[src/rtl/qrm_pkg.sv]
// Shared types and constants for the quaternion to rotation matrix core.
`timescale 1ns / 1ps
`default_nettype none
package qrm_pkg;

  // Component width, fixed by the Q2.14 payload format
  localparam int DATA_W = 16;
  // Signed product of two components
  localparam int PROD_W = 2 * DATA_W;
  // Squared norm, up to 4 * 2^(2*DATA_W-2)
  localparam int NORM_W = 2 * DATA_W + 1;
  // Signed numerator of one matrix entry
  localparam int NUM_W  = NORM_W + 1;
  // Matrix entries handled in parallel
  localparam int LANES  = 9;

  // Lane assignment of the matrix entries
  localparam int L_M00 = 0;
  localparam int L_M10 = 1;
  localparam int L_M20 = 2;
  localparam int L_M01 = 3;
  localparam int L_M11 = 4;
  localparam int L_M21 = 5;
  localparam int L_M02 = 6;
  localparam int L_M12 = 7;
  localparam int L_M22 = 8;

  typedef logic signed [DATA_W-1:0] coef_t;
  typedef logic [NORM_W-1:0]        norm_t;

  // Input transaction: one quaternion
  typedef struct packed {
    coef_t qx;
    coef_t qy;
    coef_t qz;
    coef_t qw;
  } quat_t;

  // Output transaction: nine entries plus zero-norm flag
  typedef struct packed {
    coef_t m00;
    coef_t m10;
    coef_t m20;
    coef_t m01;
    coef_t m11;
    coef_t m21;
    coef_t m02;
    coef_t m12;
    coef_t m22;
    logic  zero_norm;
  } matrix_t;

  // Sideband that travels with the divider lanes
  typedef struct packed {
    logic             zero_norm;
    logic [LANES-1:0] neg;
  } side_t;

endpackage
`default_nettype wire

[src/rtl/qrm_output.sv]
// Back end: rounding, sign, saturation, zero-norm override, output register and skid.
`timescale 1ns / 1ps
`default_nettype none
module qrm_output
  import qrm_pkg::*;
#(
  parameter int QUOT_W = 16
) (
  input  wire                          clk,
  input  wire                          rst,
  input  wire                          in_valid,
  input  side_t                        in_side,
  input  wire  [LANES-1:0][QUOT_W-1:0] quot,
  input  wire                          matrix_stall,
  output logic                         matrix_valid,
  output matrix_t                      matrix,
  output logic                         en
);

  localparam int CMP_W = ((QUOT_W > DATA_W) ? QUOT_W : DATA_W) + 1;
  localparam logic [CMP_W-1:0] POS_LIM = CMP_W'((64'd1 << (DATA_W - 1)) - 64'd1);
  localparam logic [CMP_W-1:0] NEG_LIM = CMP_W'(64'd1 << (DATA_W - 1));
  localparam coef_t COEF_MAX = {1'b0, {(DATA_W-1){1'b1}}};
  localparam coef_t COEF_MIN = {1'b1, {(DATA_W-1){1'b0}}};

  // Round half away from zero on the magnitude, then saturate with sign
  logic [CMP_W-1:0] rnd [LANES];
  coef_t            val [LANES];
  matrix_t          res;

  always_comb begin
    for (int l = 0; l < LANES; l++) begin
      rnd[l] = (CMP_W'(quot[l]) + CMP_W'(1)) >> 1;
      if (in_side.zero_norm) begin
        val[l] = '0;
      end else if (in_side.neg[l]) begin
        val[l] = (rnd[l] > NEG_LIM) ? COEF_MIN : coef_t'(-rnd[l][DATA_W-1:0]);
      end else begin
        val[l] = (rnd[l] > POS_LIM) ? COEF_MAX : coef_t'(rnd[l][DATA_W-1:0]);
      end
    end
    res.m00       = val[L_M00];
    res.m10       = val[L_M10];
    res.m20       = val[L_M20];
    res.m01       = val[L_M01];
    res.m11       = val[L_M11];
    res.m21       = val[L_M21];
    res.m02       = val[L_M02];
    res.m12       = val[L_M12];
    res.m22       = val[L_M22];
    res.zero_norm = in_side.zero_norm;
  end

  // Output register plus one-entry skid; pipeline freezes only when skid is full
  logic    skid_valid;
  matrix_t skid;

  assign en = !skid_valid;

  always_ff @(posedge clk) begin
    if (rst) begin
      matrix_valid <= 1'b0;
      skid_valid   <= 1'b0;
    end else if (!matrix_valid || !matrix_stall) begin
      matrix_valid <= skid_valid || in_valid;
      skid_valid   <= 1'b0;
    end else if (in_valid && !skid_valid) begin
      skid_valid <= 1'b1;
    end
  end

  always_ff @(posedge clk) begin
    if (!matrix_valid || !matrix_stall) begin
      matrix <= skid_valid ? skid : res;
    end else if (!skid_valid) begin
      skid <= res;
    end
  end

  // Skid holds data only behind a held output transaction
  a_skid_behind_out: assert property (@(posedge clk) disable iff (rst)
    skid_valid |-> matrix_valid)
    else $error("skid full while output register empty");

  // A result arriving at a stalled output is parked, not dropped
  a_park_on_stall: assert property (@(posedge clk) disable iff (rst)
    (matrix_valid && matrix_stall && !skid_valid && in_valid) |=> skid_valid)
    else $error("result lost at stalled output");

  // Skid drains as soon as the output moves
  a_skid_drains: assert property (@(posedge clk) disable iff (rst)
    (skid_valid && !matrix_stall) |=> !skid_valid)
    else $error("skid did not drain");

  // Zero-norm transactions carry zeros on the diagonal and in m10, m01 and m21
  a_zero_norm: assert property (@(posedge clk) disable iff (rst)
    (matrix_valid && matrix.zero_norm) |->
      (matrix.m00 == '0 && matrix.m11 == '0 && matrix.m22 == '0 &&
       matrix.m10 == '0 && matrix.m01 == '0 && matrix.m21 == '0))
    else $error("zero-norm transaction with nonzero entries");

endmodule
`default_nettype wire

[config.mk]
export PLATFORM = sky130hd
export DESIGN_NAME = qrm_output
export DESIGN_NICKNAME = d
export VERILOG_FILES = /design/src/rtl/qrm_pkg.sv /design/src/rtl/qrm_output.sv
export SDC_FILE = /design/constraint.sdc
export NUM_CORES = 1
export LEC_CHECK = 0
export BUFFER_PORTS_ARGS = -buffer_cell sky130_fd_sc_hd__buf_2
export CAP_MARGIN = 40
export CORE_ASPECT_RATIO = 1.5
export CORE_MARGIN = 3
export CORE_UTILIZATION = 60
export CTS_CLUSTER_SIZE = 25
export DETAILED_ROUTE_END_ITERATION = 10
export PLACE_DENSITY = 0.81
export SLEW_MARGIN = 20
export SYNTH_ARGS = -nofsm -noshare
export SYNTH_HDL_FRONTEND = slang
export SYNTH_SLANG_ARGS = --single-unit
[constraint.sdc]
create_clock -name clk -period 23.4 [get_ports clk]
set_clock_uncertainty 0.05 [all_clocks]
set_input_delay 7.02 -clock clk [delete_from_list [all_inputs] [get_ports clk]]
set_output_delay 7.02 -clock clk [all_outputs]
set_load 0.02 [all_outputs]
==> implementation parameters <==
Parameter                              Value

Synthesis
  Ys Warns    0
  Fraction of synthesis flops using an asynchronous set or reset pin    0
  Biggest area consumer among synthesized cells    sky130_fd_sc_hd__edfxtp_1
  Number of flip-flops and latches in the synthesized netlist    just under 300
  Average instance area after synthesis    just under 10 um^2
  Share of Yosys cell area claimed by the top area cell type    0.438
  Post-Synthesis Cell Area    around 20000 um^2
  Share of the yosys chip area belonging to registers    0.440
  Post-synth EDFFs    290
  Most common cell in the synthesized netlist    sky130_fd_sc_hd__edfxtp_1
  Cell count after synthesis    2047
  Nets in the synthesized netlist    2232
  Main flop type after synthesis    sky130_fd_sc_hd__edfxtp_1
  Synth top cells by count    sky130_fd_sc_hd__edfxtp_1 (290), sky130_fd_sc_hd__nand2_1 (190), sky130_fd_sc_hd__a21oi_1 (125), sky130_fd_sc_hd__nor2_1 (115), sky130_fd_sc_hd__o21ai_0 (112)
  Dominant cells by area after synthesis    sky130_fd_sc_hd__edfxtp_1 (44%), sky130_fd_sc_hd__xnor2_1 (4.0%), sky130_fd_sc_hd__nand2_1 (3.6%)
  Synth unique cells    100

Worst setup path
  Maximum fanout along the worst path    12
  Type of element capturing the critical path    register
  Data required time at the worst endpoint    23.71 ns
  Startpoint-to-endpoint class of the critical path    in -> reg
  Critical path launch point type    input pin
  Data arrival time of the worst path    9.92 ns

Run
  Number of maximum-capacitance violations    0

Timing
  Final setup violating endpoints    0
  Post-route minimum period    9.61 ns
  Setup repair after global routing missed its margin    false
  Max transition margin    0.496
  Setup TNS    0 ns
  Highest clock frequency the design can meet    0.104 GHz
  Pin slew with the least headroom to its limit    0.754 ns
  Share of the cycle needed by the critical path after routing    0.411
  Final Max Tran Viols    0
  Final count of hold timing violations    0

Floorplan
  Die ar.    35400 um^2
  Floorplan core area    approximately 33000 um^2
  Die X    155 um
  Die outline height    229 um
  Initial cell density of the core    0.610
  I/O pin count    305
  Placement Rows    81

Detailed routing
  Iteration-0 DRC count of the detailed router    roughly 1.3k
  Via/cell ratio    approximately 6.6
  Detailed Routing Iterations Pass 1    7
  Number of design rule violations left after detail routing    0
  Per-cell routed wire length    around 20 um
  Detail Route Antenna Nets    0
  Vias after detailed routing    17.7k
  Routed wire length    54700 um

Run status
  Run status    finished clean

GRT
  Via count of the first global-routing pass    approximately 17k
  Total gr overflow    0
  Overall Global Routing Usage    0.297
  Number of antenna violations at the first check in global routing    12
  Pin count of the biggest net entering global routing    69
  Global-route wire length before repair    between 80000 and 90000 um

Clock network
  Worst-Skew Late Latency    0.57 ns
  Max clock buf depth    3
  Number of clock buffers inserted by TritonCTS    28
  Count of clock tree sinks    292
  Clock-pin slew on the worst setup and hold paths    0.07 ns
  Cts hold-fix bufs    0
  Count of cells resized by post-cts repair    0
  Number of setup buffers added after CTS    0
  H-tree levels    1
  TritonCTS clock tree    yes
  Root buf cell    sky130_fd_sc_hd__clkbuf_16

Place
  Weighted congestion at the end of routability-driven global placement    0.964
  IO Port Bufs    304
  Dpl hpwl    39100 um

Pwr
  Worst vdd ir    0.0000524 V
  Post-route total power    0.00136 W
  Pwr per Cell Area    between 60 and 70 nW/um^2
  Standby leakage power    approximately 8.3 nW

Cells and area
  Layout net count    approximately 2.4k
  Share of post-route cells with drive strength above 1    0.199
  Area grow syn2layout    13.0%

Worst hold path
  Worst hold path type    reg -> reg
-- layout by cell type, fill, tap and decap left out, types with 9 or more instances in the layout --
cell type                   Yosys  final
sky130_fd_sc_hd__a22oi_1       14     14
sky130_fd_sc_hd__nand3b_1      14     14
sky130_fd_sc_hd__mux2_2        16     16
sky130_fd_sc_hd__mux2i_1       36     36
sky130_fd_sc_hd__and3_1        34     34
sky130_fd_sc_hd__nor2b_1       10     10
sky130_fd_sc_hd__a31oi_1       22     22
sky130_fd_sc_hd__o21ai_0      112    112
sky130_fd_sc_hd__ha_1          27     27
sky130_fd_sc_hd__buf_2         42    307
sky130_fd_sc_hd__nor2_1       115    114
sky130_fd_sc_hd__a211oi_1      28     28
sky130_fd_sc_hd__or4_1         17     17
sky130_fd_sc_hd__a21oi_1      125    125
sky130_fd_sc_hd__edfxtp_1     290    290
sky130_fd_sc_hd__xnor2_1       90     90
sky130_fd_sc_hd__diode_2        0      9
sky130_fd_sc_hd__nor4_1        30     30
sky130_fd_sc_hd__or3_1         22     22
sky130_fd_sc_hd__nor3b_1       10     10
sky130_fd_sc_hd__and4_1        21     21
sky130_fd_sc_hd__inv_1         59     58
sky130_fd_sc_hd__o21ai_1        9      9
sky130_fd_sc_hd__nand4_1       66     66
sky130_fd_sc_hd__xor2_1        60     60
sky130_fd_sc_hd__nor3_1        68     68
sky130_fd_sc_hd__o211ai_1      16     16
sky130_fd_sc_hd__a221o_1       24     24
sky130_fd_sc_hd__a2111oi_0     14     14
sky130_fd_sc_hd__o31ai_1       28     28
sky130_fd_sc_hd__nand3_1       95     95
sky130_fd_sc_hd__nand2_1      190    189
sky130_fd_sc_hd__and2_1        24     24
sky130_fd_sc_hd__a21o_1        11     11
sky130_fd_sc_hd__a31o_2        12     12
sky130_fd_sc_hd__a32o_1        15     15
sky130_fd_sc_hd__clkbuf_16      0     29
sky130_fd_sc_hd__a22o_1        27     27
-- stage by stage --
| step | setup slack, ns | area (um^2) | hold slack (ns) | util | std cells |
|---|---|---|---|---|---|
| 2_1_floorplan | 8.04 | 19900 | 0.456 | - | 2047 |
| 3_3_place_gp | 13.21 | 21400 | 0.479 | 0.657 | 2637 |
| 3_5_place_dp | 13.26 | 21500 | 0.486 | 0.659 | 2642 |
| 4_1_cts | 13.81 | 22500 | 0.504 | 0.688 | 2694 |
| 5_1_grt | 13.52 | 22500 | 0.530 | 0.689 | 2701 |
| 6_report | 13.79 | 22500 | 0.499 | 0.689 | 2706 |
-- worst max-delay path, stage by stage --
cell	delay, ns
sky130_fd_sc_hd__buf_2	0.14
sky130_fd_sc_hd__ha_1	0.34
sky130_fd_sc_hd__nand3_1	0.42
sky130_fd_sc_hd__or4_1	0.60
sky130_fd_sc_hd__o311ai_0	0.19
sky130_fd_sc_hd__nand2_1	0.24
sky130_fd_sc_hd__nor4_2	0.45
sky130_fd_sc_hd__o31ai_2	0.19
sky130_fd_sc_hd__o31ai_1	0.33
-- area by class of cell --
cell class                 instances  area, um^2
clock buffer                      37         776
sequential                       292        8750
antenna                            9        22.5
inverter                          61         234
clock inverter                    15         163
fill                            2539       10100
timing repair buffer             319        1670
multi-input combinational       1558       10300
tap                              415         519
-- worst paths after layout --
kind / start / endpoint / slack, ns / cells after the start
max: quot[0] / matrix[142] / 13.79 / 9
min: skid[124] / skid[124] / 0.50 / 2
max reg2reg: skid_valid / skid[62] / 19.94 / 6
min reg2reg: skid[124] / skid[124] / 0.50 / 2
-- cell families after synthesis --
family	Yosys count	share of synthesized area
adder cells (fa/ha/maj)	27	0.0170
multiplexers	52	0.0272
buffers and inverters	197	0.0409
flip-flops	292	0.440
AND/OR/NAND/NOR	769	0.209
XOR/XNOR	150	0.0660
AO/OA/AOI/OAI	560	0.200
-- power breakdown --
| part | switching, W | internal, W | leakage, nW |
|---|---|---|---|
| registers | 0.0000143 | 0.000624 | 2.98 |
| clock network | 0.000205 | 0.000268 | 0.464 |
| logic | 0.000170 | 0.0000843 | 4.89 |
| total | 0.000389 | 0.000975 | 8.33 |
-- sequential cells by signal (all words and copies together) (netlist names) --
register / flops
skid_valid: 1
matrix: 145
skid: 145
matrix_valid: 1
-- routing by layer --
metal | global-route usage | vias to the layer above | share of wire
met3 | 0.0529 | 152 | 0.078
li1 | - | 8361 | -
met1 | 0.364 | 8443 | 0.38
met2 | 0.513 | 783 | 0.50
met4 | 0.128 | 10 | 0.043
met5 | 0 | - | 0.0012
(Power assumes the default switching activity.)
